<file path="src/rtl/core/hvn_pkg.sv">
// Shared types and constants of the heightfield vertex normal stream unit.
package hvn_pkg;

    localparam int CFG_IW = 3;
    localparam int CFG_DW = 32;

    typedef enum logic [CFG_IW-1:0] {
        REG_GRID_WIDTH    = 3'd0,
        REG_GRID_ROWS     = 3'd1,
        REG_SPACING_X     = 3'd2,
        REG_SPACING_Z     = 3'd3,
        REG_HEIGHT_OFFSET = 3'd4,
        REG_UP_BIAS       = 3'd5,
        REG_CENTER_ORIGIN = 3'd6,
        REG_OUTPUT_MASK   = 3'd7
    } cfg_reg_t;

    localparam logic [30:0] MIN_UP = 31'd66;

    localparam int DIV_NW = 46;
    localparam int DIV_DW = 32;
    localparam int DIV_QW = 17;
    localparam int SQ_XW  = 64;
    localparam int SQ_RW  = 32;

    typedef struct packed {
        logic              start;
        logic [DIV_NW-1:0] num;
        logic [DIV_DW-1:0] den;
    } div_req_t;

    typedef struct packed {
        logic              busy;
        logic              done;
        logic [DIV_QW-1:0] quot;
    } div_rsp_t;

    typedef struct packed {
        logic             start;
        logic [SQ_XW-1:0] radicand;
    } sqrt_req_t;

    typedef struct packed {
        logic             busy;
        logic             done;
        logic [SQ_RW-1:0] root;
    } sqrt_rsp_t;

endpackage

</file>
<file path="src/rtl/core/hvn_div.sv">
// Restoring divider, one quotient bit per cycle.
module hvn_div (
    input  logic              clk,
    input  logic              rst_n,
    input  hvn_pkg::div_req_t req,
    output hvn_pkg::div_rsp_t rsp
);

    localparam int NW = hvn_pkg::DIV_NW;
    localparam int DW = hvn_pkg::DIV_DW;
    localparam int QW = hvn_pkg::DIV_QW;
    localparam int SW = DW + QW - 1;
    localparam int CW = $clog2(QW);

    logic          busy_reg, busy_next;
    logic          done_reg, done_next;
    logic [CW-1:0] cnt_reg, cnt_next;
    logic [SW-1:0] rem_reg, rem_next;
    logic [SW-1:0] dsh_reg, dsh_next;
    logic [QW-1:0] q_reg, q_next;

    always_comb
    begin
        busy_next = busy_reg;
        done_next = 1'b0;
        cnt_next  = cnt_reg;
        rem_next  = rem_reg;
        dsh_next  = dsh_reg;
        q_next    = q_reg;
        if (req.start)
        begin
            busy_next = 1'b1;
            cnt_next  = '0;
            rem_next  = SW'(req.num);
            dsh_next  = SW'(req.den) << (QW - 1);
            q_next    = '0;
        end
        else if (busy_reg)
        begin
            if (rem_reg >= dsh_reg)
            begin
                rem_next = rem_reg - dsh_reg;
                q_next   = {q_reg[QW-2:0], 1'b1};
            end
            else
            begin
                q_next = {q_reg[QW-2:0], 1'b0};
            end
            dsh_next = dsh_reg >> 1;
            cnt_next = cnt_reg + 1'b1;
            if (cnt_reg == CW'(QW - 1))
            begin
                busy_next = 1'b0;
                done_next = 1'b1;
            end
        end
    end

    always_ff @(posedge clk or negedge rst_n)
    begin
        if (!rst_n)
        begin
            busy_reg <= 1'b0;
            done_reg <= 1'b0;
            cnt_reg  <= '0;
        end
        else
        begin
            busy_reg <= busy_next;
            done_reg <= done_next;
            cnt_reg  <= cnt_next;
        end
    end

    always_ff @(posedge clk)
    begin
        rem_reg <= rem_next;
        dsh_reg <= dsh_next;
        q_reg   <= q_next;
    end

    assign rsp.busy = busy_reg;
    assign rsp.done = done_reg;
    assign rsp.quot = q_reg;

endmodule
</file>
<file path="config.mk">
export PLATFORM = sky130hd
export DESIGN_NAME = hvn_div
export DESIGN_NICKNAME = d
export VERILOG_FILES = /design/src/rtl/core/hvn_pkg.sv /design/src/rtl/core/hvn_div.sv
export SDC_FILE = /design/constraint.sdc
export NUM_CORES = 1
export LEC_CHECK = 0
export BUFFER_PORTS_ARGS = -buffer_cell sky130_fd_sc_hd__buf_2
export CORE_UTILIZATION = 40
export CTS_CLUSTER_DIAMETER = 120
export DETAILED_ROUTE_END_ITERATION = 7
export PLACE_DENSITY = 0.71
export SLEW_MARGIN = 20
export SYNTH_ARGS = -nofsm -noshare
export SYNTH_HDL_FRONTEND = slang
export SYNTH_SLANG_ARGS = --single-unit
</file>
<file path="constraint.sdc">
create_clock -name clk -period 3.3 [get_ports clk]
set_clock_uncertainty 0.2 [all_clocks]
set_input_delay 0.33 -clock clk [delete_from_list [all_inputs] [get_ports clk]]
set_output_delay 0.33 -clock clk [all_outputs]
set_load 0.1 [all_outputs]
</file>
==> flow_metrics.py <==
metrics = {
    "placement": {
        "io_buffer_count": 99,
        "gp_congestion": 0.890,
        "dpl_cell_area_um2": 8930,
        "pre_cts_slack_ps": -52.9,
        "dp_cells": 1245,
        "dp_hpwl_mm": 14.7,
    },
    "synth": {
        "synth_edf_count": 78,
        "netlist_area_um2": 8110,
        "synthDistinctLibCells": 72,
        "yosysTopAreaCell": "edfxtp_1",
        "synth_top_area_share_pct": 28.9,
        "synth.area.top_cells": "edfxtp_1 29%, dfxtp_1 8.6%, ha_1 7.7%",
        "yosysMostFrequentCell": "nand2_1",
        "syn_avg_cell_area_um2": 9.00,
        "synth_flop_cell": "edfxtp_1",
        "synthTopCellsByCount": "116 x nand2_1, 78 x edfxtp_1, 68 x inv_1",
        "yosysSeqAreaShare_pct": 39.7,
        "synth_cells": 901,
        "synth-seq-cells": 120,
        "synth_fp_nets": 1033,
        "yosys_warnings": 0,
        "async_flop_share_pct": 5.83,
    },
    "cells_and_area": {
        "drive_gt1_share_pct": 20.9,
        "area_delta_synth_final_pct": 26.8,
        "finalCoreUtilization_pct": 52.3,
        "final_area_um2": 10300,
        "num-nets-final": 1181,
        "multi_input_area_um2": 4590,
        "antenna_cells": 0,
        "seqCellArea_um2": 3230,
        "finalNonFillerCells": 1327,
        "fill_cells": 1867,
    },
    "setup_path": {
        "worst_ep_arrival_time_ps": 3240,
        "endpoint_kind": "register",
        "cp-start-kind": "register",
        "cp.required_ps": 3280,
        "path_class": "register to register",
        "critPathMaxFanout": 4,
    },
    "global_route": {
        "grt_pass1_vias": 6693,
        "grt_pass1_wl_mm": 33.2,
        "track_usage_pct": 20.6,
        "antenna_found_initial": 0,
        "grt-ovfl-total": 0,
        "grt_max_degree": 70,
    },
    "cts": {
        "cts_sinks": 120,
        "clk_latency_ps": 430,
        "cts.clk_slew.worst_paths_ps": 60,
        "htree_levels": 4,
        "cts_tree": "yes",
        "cts-root-buf": "clkbuf_16",
        "clockBufferDepth": 2,
        "numCtsBuffers": 17,
    },
    "drt": {
        "drt_iter0_drc": 623,
        "vias": 7058,
        "wirelength_mm": 20.7,
        "ant_nets": 0,
        "first_pass_iters": 5,
        "via_per_inst": 5.32,
        "drc_errors": 0,
        "wl_per_cell_um": 15.6,
    },
    "die": {
        "die_area_um2": 20900,
        "ioPinCount": 100,
        "core-area_um2": 19700,
        "start_util_pct": 41.3,
        "fp.dieH_um": 144,
        "dieWidth_um": 144,
        "num_rows": 51,
    },
    "sta": {
        "final_hold_viol_count": 0,
        "maxSlewViolCount": 0,
        "tightest_slew_ps": 675,
        "slew-limit-headroom_pct": 55.0,
        "min_period_over_period_pct": 98.6,
        "rsz0062_at_grt": "yes",
        "setup_ws_ps": 44.9,
        "clock.fmax_ghz": 0.307,
        "min_period_ps": 3260,
        "timing.final.setup_violations": 0,
    },
    "min_path": {
        "hp-class": "primary input to register",
    },
    "power_and_ir_drop": {
        "switchingPower_w": 0.00374,
        "cell_internal_pwr_w": 0.00540,
        "power.total_w": 0.00914,
        "p_sw_share_pct": 40.9,
        "pwr-share-comb_pct": 55.0,
        "ir_drop_uv": 448,
        "p_clk_share_pct": 20.1,
        "powerDensity_nw_per_um2": 889,
        "p_seq_share_pct": 24.9,
        "leakage_nw": 4.53,
    },
    "run": {
        "max-cap-violations": 0,
    },
    "run_status": {
        "status": "completed",
    },
}
==> per-layer routing <==
| layer | GRT usage [%] | vias up | part of all wire (%) |
|---|---|---|---|
| li1 | - | 3555 | - |
| met4 | 7.26 | 0 | 1.8 |
| met1 | 27.3 | 3275 | 48 |
| met3 | 5.20 | 30 | 5.0 |
| met2 | 32.6 | 198 | 46 |
| met5 | 0 | - | 0 |
==> power by group through the flow <==
stage               clock [W]  combinational [W]  sequential, W
global route          0.00193            0.00555        0.00231
finish                0.00184            0.00503        0.00227
global placement            0            0.00454        0.00225
CTS                   0.00186            0.00467        0.00223
detailed placement          0            0.00457        0.00226
floorplan                   0            0.00345        0.00230
==> critical path, cell delays in order (launching register included) <==
cell	delay (ps)
edfxtp_1	430
ha_4	300
nor2b_4	170
o2111ai_4	180
a21oi_4	200
o2111ai_2	130
a2111o_1	510
a211o_1	390
a31oi_4	250
o2111a_1	220
nor3_2	40
==> final cells by class <==
type / count / share of cell area, %
inverters: 69 / 2.52
clock buffers: 24 / 5.21
flip-flops and latches: 120 / 31.4
repair buffers: 185 / 12.5
multi-input cells: 656 / 44.6
well taps: 265 / 3.22
clock inverters: 8 / 0.523
==> cell families (layout without fill, tap and decap cells) <==
kind of cell | Yosys count | after routing | synth area share [%]
AO/OA/AOI/OAI | 249 | 249 | 20.2
XOR/XNOR | 43 | 43 | 4.64
adder cells (fa/ha/maj) | 51 | 51 | 7.96
buffers and inverters | 125 | 286 | 7.13
flip-flops | 120 | 120 | 39.7
multiplexers | 39 | 39 | 4.87
AND/OR/NAND/NOR | 274 | 274 | 15.5
==> cells in the final DEF (no fill, tap or decap), drive strengths merged, types with 11 or more instances in the layout <==
| cell | count |
|---|---|
| nor2 | 67 |
| nor3 | 16 |
| mux2i | 35 |
| dfxtp | 35 |
| o21bai | 11 |
| xnor2 | 21 |
| dlygate4sd3 | 47 |
| inv | 72 |
| nand2 | 117 |
| a31oi | 15 |
| nand4 | 20 |
| xor2 | 22 |
| nand3 | 11 |
| a21oi | 57 |
| ha | 50 |
| o31ai | 35 |
| o21ai | 60 |
| edfxtp | 78 |
| buf | 138 |
| clkbuf | 24 |
| a21o | 25 |
==> path summary, 6_finish.rpt <==
path	startpoint	end	slack [ps]	cells past startpoint
min in group asynchronous	rst_n	cnt_reg[2]	70	2
min	req[36]	rem_reg[4]	8	3
max reg2reg	rem_reg[1]	rem_reg[43]	40	10
max in group asynchronous	rst_n	busy_reg	2650	2
min reg2reg	dsh_reg[0]	dsh_reg[0]	320	2
max	rem_reg[1]	rem_reg[43]	40	10
==> what timing repair did <==
action	in CTS	in global routing
gates resized for setup	2	44
setup endpoints to repair	3	48
pin swaps	4	24
buffers inserted	0	3
hold buffers	47	0
hold endpoints to repair	53	0
gates cloned	0	0
==> through the flow <==
step                      hold slack (ps)  TNS [ps]
after floorplan                      -166         0
after global placement              -27.2         0
after detailed placement            -25.4      -101
after CTS                            1.53         0
after global routing                 7.89     -85.3
final                                8.18         0
No activity file was read; power rests on OpenSTA's default activity.
