$ cat src/rtl/core/hvn_pkg.sv
// Shared types and constants of the heightfield vertex normal stream unit.
package hvn_pkg;

    localparam int CFG_IW = 3;
    localparam int CFG_DW = 32;

    typedef enum logic [CFG_IW-1:0] {
        REG_GRID_WIDTH    = 3'd0,
        REG_GRID_ROWS     = 3'd1,
        REG_SPACING_X     = 3'd2,
        REG_SPACING_Z     = 3'd3,
        REG_HEIGHT_OFFSET = 3'd4,
        REG_UP_BIAS       = 3'd5,
        REG_CENTER_ORIGIN = 3'd6,
        REG_OUTPUT_MASK   = 3'd7
    } cfg_reg_t;

    localparam logic [30:0] MIN_UP = 31'd66;

    localparam int DIV_NW = 46;
    localparam int DIV_DW = 32;
    localparam int DIV_QW = 17;
    localparam int SQ_XW  = 64;
    localparam int SQ_RW  = 32;

    typedef struct packed {
        logic              start;
        logic [DIV_NW-1:0] num;
        logic [DIV_DW-1:0] den;
    } div_req_t;

    typedef struct packed {
        logic              busy;
        logic              done;
        logic [DIV_QW-1:0] quot;
    } div_rsp_t;

    typedef struct packed {
        logic             start;
        logic [SQ_XW-1:0] radicand;
    } sqrt_req_t;

    typedef struct packed {
        logic             busy;
        logic             done;
        logic [SQ_RW-1:0] root;
    } sqrt_rsp_t;

endpackage

$ cat src/rtl/core/hvn_isqrt.sv
// Iterative integer square root, two radicand bits per cycle.
module hvn_isqrt (
    input  logic               clk,
    input  logic               rst_n,
    input  hvn_pkg::sqrt_req_t req,
    output hvn_pkg::sqrt_rsp_t rsp
);

    localparam int XW = hvn_pkg::SQ_XW;
    localparam int RW = hvn_pkg::SQ_RW;
    localparam int CW = $clog2(RW);

    logic          busy_reg, busy_next;
    logic          done_reg, done_next;
    logic [CW-1:0] cnt_reg, cnt_next;
    logic [XW-1:0] x_reg, x_next;
    logic [XW-1:0] r_reg, r_next;
    logic [XW-1:0] bit_reg, bit_next;
    logic [XW-1:0] trial;

    always_comb
    begin
        busy_next = busy_reg;
        done_next = 1'b0;
        cnt_next  = cnt_reg;
        x_next    = x_reg;
        r_next    = r_reg;
        bit_next  = bit_reg;
        trial     = r_reg + bit_reg;
        if (req.start)
        begin
            busy_next = 1'b1;
            cnt_next  = '0;
            x_next    = req.radicand;
            r_next    = '0;
            bit_next  = XW'(1) << (XW - 2);
        end
        else if (busy_reg)
        begin
            if (x_reg >= trial)
            begin
                x_next = x_reg - trial;
                r_next = (r_reg >> 1) + bit_reg;
            end
            else
            begin
                r_next = r_reg >> 1;
            end
            bit_next = bit_reg >> 2;
            cnt_next = cnt_reg + 1'b1;
            if (cnt_reg == CW'(RW - 1))
            begin
                busy_next = 1'b0;
                done_next = 1'b1;
            end
        end
    end

    always_ff @(posedge clk or negedge rst_n)
    begin
        if (!rst_n)
        begin
            busy_reg <= 1'b0;
            done_reg <= 1'b0;
            cnt_reg  <= '0;
        end
        else
        begin
            busy_reg <= busy_next;
            done_reg <= done_next;
            cnt_reg  <= cnt_next;
        end
    end

    always_ff @(posedge clk)
    begin
        x_reg   <= x_next;
        r_reg   <= r_next;
        bit_reg <= bit_next;
    end

    assign rsp.busy = busy_reg;
    assign rsp.done = done_reg;
    assign rsp.root = r_reg[RW-1:0];

endmodule

$ cat config.mk
export PLATFORM = sky130hd
export DESIGN_NAME = hvn_isqrt
export DESIGN_NICKNAME = d
export VERILOG_FILES = /design/src/rtl/core/hvn_pkg.sv /design/src/rtl/core/hvn_isqrt.sv
export SDC_FILE = /design/constraint.sdc
export NUM_CORES = 1
export LEC_CHECK = 0
export BUFFER_PORTS_ARGS = -buffer_cell sky130_fd_sc_hd__buf_2
export CELL_PAD_IN_SITES_DETAIL_PLACEMENT = 1
export CELL_PAD_IN_SITES_GLOBAL_PLACEMENT = 2
export CORE_ASPECT_RATIO = 1.2
export CORE_MARGIN = 2
export CORE_UTILIZATION = 38
export CTS_CLUSTER_DIAMETER = 30
export DETAILED_ROUTE_END_ITERATION = 12
export MAX_ROUTING_LAYER = met4
export PLACE_DENSITY = 0.79
export SKIP_CTS_REPAIR_TIMING = 1
export SYNTH_ARGS = -nofsm -noshare
export SYNTH_HDL_FRONTEND = slang
export SYNTH_SLANG_ARGS = --single-unit
$ cat constraint.sdc
create_clock -name clk -period 8.12 [get_ports clk]
set_clock_uncertainty 0.15 [all_clocks]
set_input_delay 0.406 -clock clk [delete_from_list [all_inputs] [get_ports clk]]
set_output_delay 0.406 -clock clk [all_outputs]
set_load 0.02 [all_outputs]
==> flow_metrics.env, run 1 <==
export IMPL_die_x_um=190
export IMPL_die_h_um=227
export IMPL_max_slew_margin=0.313
export IMPL_gp_congestion=0.905
export IMPL_grt_max_degree=99
export IMPL_reg2reg_setup_slack_ns=1.49
export IMPL_num_vias=14792
export IMPL_synth_cell_type_count=85
export IMPL_via_per_inst=5.81
export IMPL_dp_slack_ns=1.49
export IMPL_worstPathArrival_ns=6.60
export IMPL_final_util=0.414
export IMPL_drtPass1Iterations=5
export IMPL_status="completed"
export IMPL_rows=81
export IMPL_drc_errors=0
export IMPL_syn_avg_cell_area_sq_um=7.82
export IMPL_tns_ns=0
export IMPL_slew_violations=0
export IMPL_start_kind="flip-flop"
export IMPL_synth_edf_count=64
export IMPL_portBuffers=100
export IMPL_irDropWorstVdd_v=0.000378
export IMPL_period_minus_slack_ns=6.63
export IMPL_cp_max_fo=64
export IMPL_area_growth_pct=7.24
export IMPL_antenna_cells=0
export IMPL_max_clock_path_buffers=2
export IMPL_cp_cell_sequence="ha_1 -> a31oi_1 -> a211oi_2 -> a21oi_1 -> o31ai_4 -> a31o_1 -> a41oi_1 -> a31oi_2 -> a31oi_1 -> o21bai_1 -> xnor2_1 -> ha_1 -> nand2_1 -> nor2_1 -> nand3_1 -> nor3_1 -> o211ai_1 -> a31o_4 -> or2_2 -> nand2b_4 -> buf_12"
export IMPL_critical_path_class="flip-flop to flip-flop"
export IMPL_wl_per_cell_um=20.2
export IMPL_htreeDepth=4
export IMPL_synthSimpleGateAreaFrac=0.185
export IMPL_dieArea_sq_um=43200
export IMPL_synthArstFlopShare=0.0419
export IMPL_synthesis_nets=2222
export IMPL_power_total_w=0.00519
export IMPL_post_route_period_util=0.816
export IMPL_place_hpwl_mm=39.5
export IMPL_ys_flop_type="dfxtp_1"
export IMPL_drt_iter0_drc=634
export IMPL_grt_overflow_total=0
export IMPL_cts_clk_slew_worst_paths_ns=0.09
export IMPL_cts_sinks=167
export IMPL_start_util=0.386
export IMPL_crit_family="compound AO/OA/AOI/OAI gates"
export IMPL_ant_nets=0
export IMPL_path_buf_inv=1
export IMPL_clkLatencyLatePin_ns=0.48
export IMPL_syn_inst=2022
export IMPL_synth_fa_ha_area_frac=0.106
export IMPL_final_cell_mix="nand2_1 (202), nor2_1 (197), o21ai_0 (159), a21oi_1 (143), ha_1 (132)"
export IMPL_grt_pass1_wl_mm=82.8
export IMPL_p_leak_nw=6.78
export IMPL_synth_yosys_seq_area_share=0.254
export IMPL_synth_top_family_by_area="compound AO/OA/AOI/OAI gates"
export IMPL_max_slew_worst_pin_slew_ns=1.03
export IMPL_slowest_delay_ns=0.51
export IMPL_ios=101
export IMPL_yosys_warnings=0
export IMPL_synth_xor_area_share=0.0826
export IMPL_fmax_mhz=151
export IMPL_end_kind="flip-flop"
export IMPL_antenna_found_initial=0
export IMPL_nets=2195
export IMPL_final_common_cell="nand2_1"
export IMPL_routed_wl_mm=51.5
export IMPL_layout_drive_gt1_share=0.0911
export IMPL_hp_class="primary input to flip-flop"
export IMPL_synth_seq_cells=167
export IMPL_crit_required_ns=8.09
export IMPL_grt_setup_unrepaired="false"
export IMPL_coreArea_sq_um=40900
export IMPL_hold_viol_final=0
export IMPL_netlist_area_sq_um=15800
export IMPL_synth_compound_area_frac=0.276
export IMPL_gr_usage_all_layers=0.247
export IMPL_setup_viol=0
export IMPL_maxCapViolations=0
export IMPL_critPathSlowestCell="a21oi_1"
export IMPL_cts_root_buf="clkbuf_16"
export IMPL_grt_pass1_vias=15314
export IMPL_p_per_area_nw_per_um2=306
export IMPL_synth_mux_area_frac=0.0344
export IMPL_cts_buffers=17
export IMPL_worst_slack_ns=1.49
export IMPL_cts_tree="done"
export IMPL_final_cell_count_no_fill=2547
export IMPL_place_inst=2514
synth_stat cells, types with 13 or more instances:
library cell	instances	area share
a211oi_1	52	0.025
a21o_1	50	0.024
a21oi_1	143	0.045
a31o_2	17	0.0094
a31oi_1	60	0.024
and2_1	15	0.0059
and3_1	15	0.0059
buf_4	36	0.017
clkbuf_1	95	0.023
dfxtp_1	96	0.12
edfxtp_1	64	0.12
ha_1	132	0.10
inv_1	58	0.014
mux2i_1	51	0.032
nand2_1	202	0.048
nand2b_1	20	0.0079
nand3_1	46	0.015
nand4_1	44	0.017
nor2_1	197	0.047
nor2b_1	18	0.0071
nor3_1	32	0.010
o21a_1	18	0.0086
o21ai_0	159	0.050
o21ai_1	13	0.0041
o21bai_1	32	0.015
o31ai_1	20	0.0095
xnor2_1	82	0.045
xor2_1	67	0.037
per-layer routing:
| layer | up-vias | wire [um] | GRT usage |
|---|---|---|---|
| met5 | - | 0 | - |
| met1 | 7244 | 22900 | 0.286 |
| met2 | 154 | 27000 | 0.454 |
| met4 | 0 | 763 | 0.0625 |
| met3 | 34 | 900 | 0.0259 |
| li1 | 7360 | - | - |
tightest hold or removal path, delay by kind of cell:
kind / cells / cell delay, ns
buf+inv: 1 / 0.07
compound gates: 1 / 0.06
simple gates: 1 / 0.04
through the flow:
step	area (sq um)	hold WS [ns]
after floorplan	15800	-0.0396
after global placement	16300	0.0973
after detailed placement	16300	0.0954
after CTS	16900	-0.426
after global routing	16900	0.0695
final	16900	0.0655
path summary, 6_finish.rpt:
kind                            cells after the start    endpoint     start
worst max-delay path                               21    x_reg[8]  r_reg[2]
worst min-delay path                                3   x_reg[17]   req[17]
worst max register to register                     21    x_reg[8]  r_reg[2]
worst min register to register                      2    r_reg[0]  r_reg[0]
max in group asynchronous                           2    busy_reg     rst_n
min in group asynchronous                           2  cnt_reg[2]     rst_n
report_power, final:
group / internal (W) / switching, W / leakage, nW / total, W
combinational: 0.00110 / 0.00192 / 4.96 / 0.00302
clock: 0.000442 / 0.000432 / 0.294 / 0.000874
sequential: 0.00117 / 0.000126 / 1.53 / 0.00130
total: 0.00271 / 0.00248 / 6.78 / 0.00519
area by class of cell:
| class | instances | area (sq um) |
|---|---|---|
| fill | 5029 | 24000 |
| tap | 539 | 674 |
| timing repair buffer | 107 | 587 |
| inverter | 59 | 221 |
| clock buffer | 17 | 425 |
| clock inverter | 15 | 179 |
| multi-input combinational | 1643 | 10800 |
| sequential | 167 | 4020 |
kinds of logic after synthesis:
| group | after synthesis |
|---|---|
| AOI/OAI and AO/OA | 672 |
| and+or+nand+nor | 635 |
| buffers and inverters | 212 |
| DFF | 167 |
| xor gates and xnor gates | 149 |
| adders and majority gates | 133 |
| muxes | 54 |
(Power assumes the default switching activity.)
==> run 2: changes to the inputs <==
==> constraint.sdc (replaced) <==
create_clock -name clk -period 6.8 [get_ports clk]
set_clock_uncertainty 0.15 [all_clocks]
set_input_delay 0.34 -clock clk [delete_from_list [all_inputs] [get_ports clk]]
set_output_delay 0.34 -clock clk [all_outputs]
set_load 0.02 [all_outputs]
==> run 2 against run 1 <==
The flow now finishes with violations (negative hold slack). Largest cell class unchanged. Cell count is 0.71% higher. Total power rose by 21%. Via count up 1.2%. Core utilization up 0.44 points. Global-route usage up 0.19 points. Setup slack worse by 1.1 ns.
==> flow_metrics.env, run 2 (synthesized netlist as in run 1, its figures left out) <==
export IMPL_cts_root_buf="clkbuf_16"
export IMPL_post_route_period_util=0.941
export IMPL_cts_sinks=167
export IMPL_critical_path_class="flip-flop to flip-flop"
export IMPL_worstPathArrival_ns=6.43
export IMPL_slew_violations=0
export IMPL_final_cell_mix="nand2_1 (202), nor2_1 (197), o21ai_0 (159), a21oi_1 (143), ha_1 (132)"
export IMPL_max_slew_worst_pin_slew_ns=1.01
export IMPL_wl_per_cell_um=20.1
export IMPL_max_clock_path_buffers=2
export IMPL_rows=81
export IMPL_antenna_cells=0
export IMPL_cp_max_fo=24
export IMPL_coreArea_sq_um=40900
export IMPL_num_vias=14966
export IMPL_critPathSlowestCell="a21oi_1"
export IMPL_irDropWorstVdd_v=0.000301
export IMPL_final_cell_count_no_fill=2565
export IMPL_end_kind="flip-flop"
export IMPL_max_slew_margin=0.324
export IMPL_cp_cell_sequence="ha_1 -> a31oi_1 -> a211oi_2 -> a21oi_1 -> o31ai_4 -> a31o_1 -> a41oi_1 -> a31oi_2 -> a31oi_1 -> o21bai_1 -> xnor2_1 -> ha_1 -> nand2_1 -> nor2_1 -> nand3_1 -> nor3_1 -> o211ai_1 -> a31o_4 -> or2_2 -> nand2b_4 -> buf_12"
export IMPL_portBuffers=100
export IMPL_grt_setup_unrepaired="false"
export IMPL_nFillCells=5076
export IMPL_start_util=0.386
export IMPL_grt_pass1_wl_mm=83.7
export IMPL_hold_viol_final=11
export IMPL_nets=2213
export IMPL_whs_ns=-0.00694
export IMPL_die_x_um=190
export IMPL_placedInstanceArea_sq_um=16500
export IMPL_layout_drive_gt1_share=0.0982
export IMPL_fmax_mhz=156
export IMPL_ios=101
export IMPL_antenna_found_initial=0
export IMPL_slowest_delay_ns=0.54
export IMPL_dieArea_sq_um=43200
export IMPL_setup_viol=0
export IMPL_via_per_inst=5.83
export IMPL_drtPass1Iterations=5
export IMPL_hp_class="primary input to flip-flop"
export IMPL_tns_ns=0
export IMPL_multi_input_comb_area_sq_um=10800
export IMPL_period_minus_slack_ns=6.40
export IMPL_status="finished with violations"
export IMPL_fin_area_sq_um=17100
export IMPL_ant_nets=0
export IMPL_gp_congestion=0.905
export IMPL_cts_buffers=17
export IMPL_violations="negative hold slack"
export IMPL_clkLatencyLatePin_ns=0.48
export IMPL_reg2reg_from="r_reg[2]"
export IMPL_crit_required_ns=6.83
export IMPL_crit_start="r_reg[2]"
export IMPL_die_h_um=227
export IMPL_drt_iter0_drc=616
export IMPL_gr_usage_all_layers=0.249
export IMPL_start_kind="flip-flop"
export IMPL_min_from="req[14]"
export IMPL_drc_errors=0
export IMPL_grt_max_degree=112
export IMPL_htreeDepth=4
export IMPL_area_growth_pct=8.38
export IMPL_place_hpwl_mm=40.1
export IMPL_maxCapViolations=0
export IMPL_p_per_area_nw_per_um2=367
export IMPL_grt_overflow_total=0
export IMPL_final_common_cell="nand2_1"
export IMPL_place_inst=2531
export IMPL_cts_tree="done"
export IMPL_routed_wl_mm=51.6
export IMPL_cts_clk_slew_worst_paths_ns=0.07
export IMPL_grt_pass1_vias=15474
export IMPL_p_leak_nw=6.89
export IMPL_ff_latch_area_sq_um=4020
==> run 2: worst paths after layout <==
path | cells past startpoint | end | slack, ns
setup / recovery | 21 | x_reg[2] | 0.40
hold / removal | 3 | x_reg[14] | -0.007
hold reg to reg | 2 | r_reg[0] | 0.36
max in group asynchronous | 2 | busy_reg | 6.25
min in group asynchronous | 2 | busy_reg | 0.07
setup reg to reg | 21 | x_reg[2] | 0.40
==> run 2: stage by stage <==
step / utilization / setup WS [ns] / power [W] / hold WS [ns]
after CTS: 0.418 / 0.431 / 0.00632 / -0.488
after floorplan: - / 0.115 / 0.00418 / -0.106
after global routing: 0.418 / 0.00460 / 0.00679 / 0.00280
after detailed placement: 0.402 / 0.466 / 0.00518 / 0.0322
final: 0.418 / 0.402 / 0.00629 / -0.00694
after global placement: 0.402 / 0.643 / 0.00512 / 0.0270
==> run 2: final cells by class <==
type	instances	area share
Sequential cell	167	0.235
Timing Repair Buffer	125	0.0430
Inverter	59	0.0129
Clock buffer	19	0.0265
Multi-Input combinational cell	1643	0.633
Clock inverter	13	0.0106
Tap cell	539	0.0394
==> run 2: routing by layer <==
metal	global-route usage	share of wire	vias up	wire (um)
li1	-	-	7386	-
met1	0.285	0.43	7334	22400
met2	0.449	0.52	182	26800
met3	0.0301	0.025	64	1300
met4	0.0808	0.023	0	1210
met5	-	0	-	0
==> run 2: power breakdown <==
group          leakage (nW)  internal (W)  switching [W]
logic                  5.06       0.00135        0.00231
registers              1.53       0.00139       0.000133
clock network         0.309      0.000613       0.000494
==> run 2: worst max-delay path: cells and delay by family (launching register included) <==
kind            cells  cell delay [ns]
compound gates     11             3.06
xor+xnor            1             0.14
fa+ha+maj           2             0.82
buf+inv             1             0.23
flops               1             0.36
simple gates        6             1.32
==> run 3: changes to the inputs <==
--- a/config.mk
+++ b/config.mk
@@ -10,11 +10,12 @@
 export CELL_PAD_IN_SITES_GLOBAL_PLACEMENT = 2
 export CORE_ASPECT_RATIO = 1.2
 export CORE_MARGIN = 2
-export CORE_UTILIZATION = 38
+export CORE_UTILIZATION = 40
 export CTS_CLUSTER_DIAMETER = 30
 export DETAILED_ROUTE_END_ITERATION = 12
+export GPL_ROUTABILITY_DRIVEN = 0
 export MAX_ROUTING_LAYER = met4
-export PLACE_DENSITY = 0.79
+export PLACE_DENSITY = 0.83
 export SKIP_CTS_REPAIR_TIMING = 1
 export SYNTH_ARGS = -nofsm -noshare
 export SYNTH_HDL_FRONTEND = slang
==> constraint.sdc (replaced) <==
create_clock -name clk -period 8.1 [get_ports clk]
set_clock_uncertainty 0.15 [all_clocks]
set_input_delay 0.405 -clock clk [delete_from_list [all_inputs] [get_ports clk]]
set_output_delay 0.405 -clock clk [all_outputs]
set_load 0.02 [all_outputs]
==> run 3 against run 2 <==
The run now ends clean. Via count fell by 0.67%. Cell area fell by 1.5%. Clock power fell by 27%. Total power fell by 19%. Largest cell class unchanged.
==> flow_metrics.env, run 3 (synthesized netlist as in run 1, its figures left out) <==
export IMPL_slew_violations=0
export IMPL_p_per_area_nw_per_um2=302
export IMPL_hold_viol_final=0
export IMPL_cts_root_buf="clkbuf_16"
export IMPL_cts_tree="done"
export IMPL_irDropWorstVdd_v=0.000170
export IMPL_cts_buffers=17
export IMPL_portBuffers=100
export IMPL_dieArea_sq_um=41100
export IMPL_drc_errors=0
export IMPL_cts_sinks=167
export IMPL_clkLatencyLatePin_ns=0.47
export IMPL_grt_overflow_total=0
export IMPL_fmax_mhz=146
export IMPL_topRoutingLayerUsed="met4"
export IMPL_cp_max_fo=34
export IMPL_final_cell_count_no_fill=2535
export IMPL_rows=79
export IMPL_antenna_found_initial=0
export IMPL_tns_ns=0
export IMPL_wl_per_cell_um=19.9
export IMPL_layout_drive_gt1_share=0.0911
export IMPL_via_per_inst=5.86
export IMPL_period_minus_slack_ns=6.84
export IMPL_routed_wl_mm=50.3
export IMPL_post_route_period_util=0.845
export IMPL_start_util=0.407
export IMPL_setup_viol=0
export IMPL_die_x_um=185
export IMPL_grt_setup_unrepaired="false"
export IMPL_start_kind="flip-flop"
export IMPL_fin_area_sq_um=16900
export IMPL_area_growth_pct=6.81
export IMPL_ios=101
export IMPL_critical_path_class="flip-flop to flip-flop"
export IMPL_cts_clk_slew_worst_paths_ns=0.07
export IMPL_final_common_cell="nand2_1"
export IMPL_max_slew_margin=0.332
export IMPL_coreArea_sq_um=38800
export IMPL_die_h_um=222
export IMPL_gr_usage_all_layers=0.256
export IMPL_grt_pass1_wl_mm=81.8
export IMPL_status="completed"
export IMPL_final_util=0.435
export IMPL_route_met2_wl_mm=25.9
export IMPL_drt_iter0_drc=729
export IMPL_maxCapViolations=0
export IMPL_nFillCells=4802
export IMPL_end_kind="flip-flop"
export IMPL_grt_pass1_vias=15367
export IMPL_power_total_w=0.00510
export IMPL_grt_max_degree=182
export IMPL_drtPass1Iterations=5
export IMPL_place_hpwl_mm=38.6
export IMPL_worstPathArrival_ns=6.84
export IMPL_nets=2197
export IMPL_antenna_cells=0
export IMPL_place_inst=2503
export IMPL_placedInstanceArea_sq_um=16300
export IMPL_p_leak_nw=6.76
export IMPL_met3WireLength_mm=1.26
export IMPL_max_clock_path_buffers=2
export IMPL_crit_required_ns=8.10
export IMPL_hp_class="primary input to flip-flop"
export IMPL_htreeDepth=4
export IMPL_met1_length_mm=21.8
export IMPL_max_slew_worst_pin_slew_ns=1.00
export IMPL_num_vias=14866
export IMPL_ant_nets=0
export IMPL_final_cell_mix="nand2_1 (202), nor2_1 (197), o21ai_0 (159), a21oi_1 (143), ha_1 (132)"
## run 3: changes by cell type in the layout (fill, tap and decap cells not counted), moves of 2 or more
cell       change
buf_4         -13
clkinv_4       +2
inv_8          -2
inv_4          +3
inv_6          -3
buf_12         -2
bufinv_16      -2
## run 3: final timing paths
| check | start | end | slack, ns | cells after the start |
|---|---|---|---|---|
| setup / recovery | r_reg[2] | x_reg[58] | 1.26 | 21 |
| hold / removal | req[14] | x_reg[14] | 0.07 | 3 |
| setup reg to reg | r_reg[2] | x_reg[58] | 1.26 | 21 |
| hold reg to reg | bit_reg[0] | bit_reg[0] | 0.39 | 2 |
| max in group asynchronous | rst_n | busy_reg | 7.48 | 2 |
| min in group asynchronous | rst_n | done_reg | 0.14 | 2 |
## run 3: layout make-up
| cell class | instances | area [sq um] | share of cell area |
|---|---|---|---|
| repair buffers | 109 | 589 | 0.0349 |
| multi-input cells | 1643 | 10800 | 0.642 |
| clock buffers | 18 | 429 | 0.0254 |
| flip-flops and latches | 167 | 4020 | 0.238 |
| inverters | 59 | 221 | 0.0131 |
| well taps | 526 | 658 | 0.0390 |
| clock inverters | 13 | 121 | 0.00719 |
## run 3: metal layers
layer,global-route usage,vias up
met5,-,-
met3,0.0307,66
met4,0.0873,0
met2,0.453,197
li1,-,7350
met1,0.297,7253
## run 3: power by group
group,internal [W],switching (W)
Clock,0.000425,0.000390
Combinational,0.00108,0.00191
Sequential,0.00117,0.000126
## run 3: metrics by stage
stage / worst slack [ns] / hold WS (ns)
floorplan: 1.41 / -0.0406
global placement: 1.48 / 0.0928
detailed placement: 1.27 / 0.0970
CTS: 1.23 / -0.420
global route: 0.729 / 0.0662
finish: 1.26 / 0.0699
## run 3: worst max-delay path, cell delays in order, from the launching register on
cell and delay, ns:
dfxtp_1 0.43, ha_1 0.31, a31oi_1 0.36, a211oi_2 0.16, a21oi_1 0.51, o31ai_4 0.19, a31o_1 0.28, a41oi_1 0.38
a31oi_2 0.18, a31oi_1 0.35, o21bai_1 0.12, xnor2_1 0.14, ha_1 0.46, nand2_1 0.09, nor2_1 0.17, nand3_1 0.16
nor3_1 0.26, o211ai_1 0.17, a31o_4 0.42, or2_2 0.41, nand2b_4 0.41, buf_4 0.36
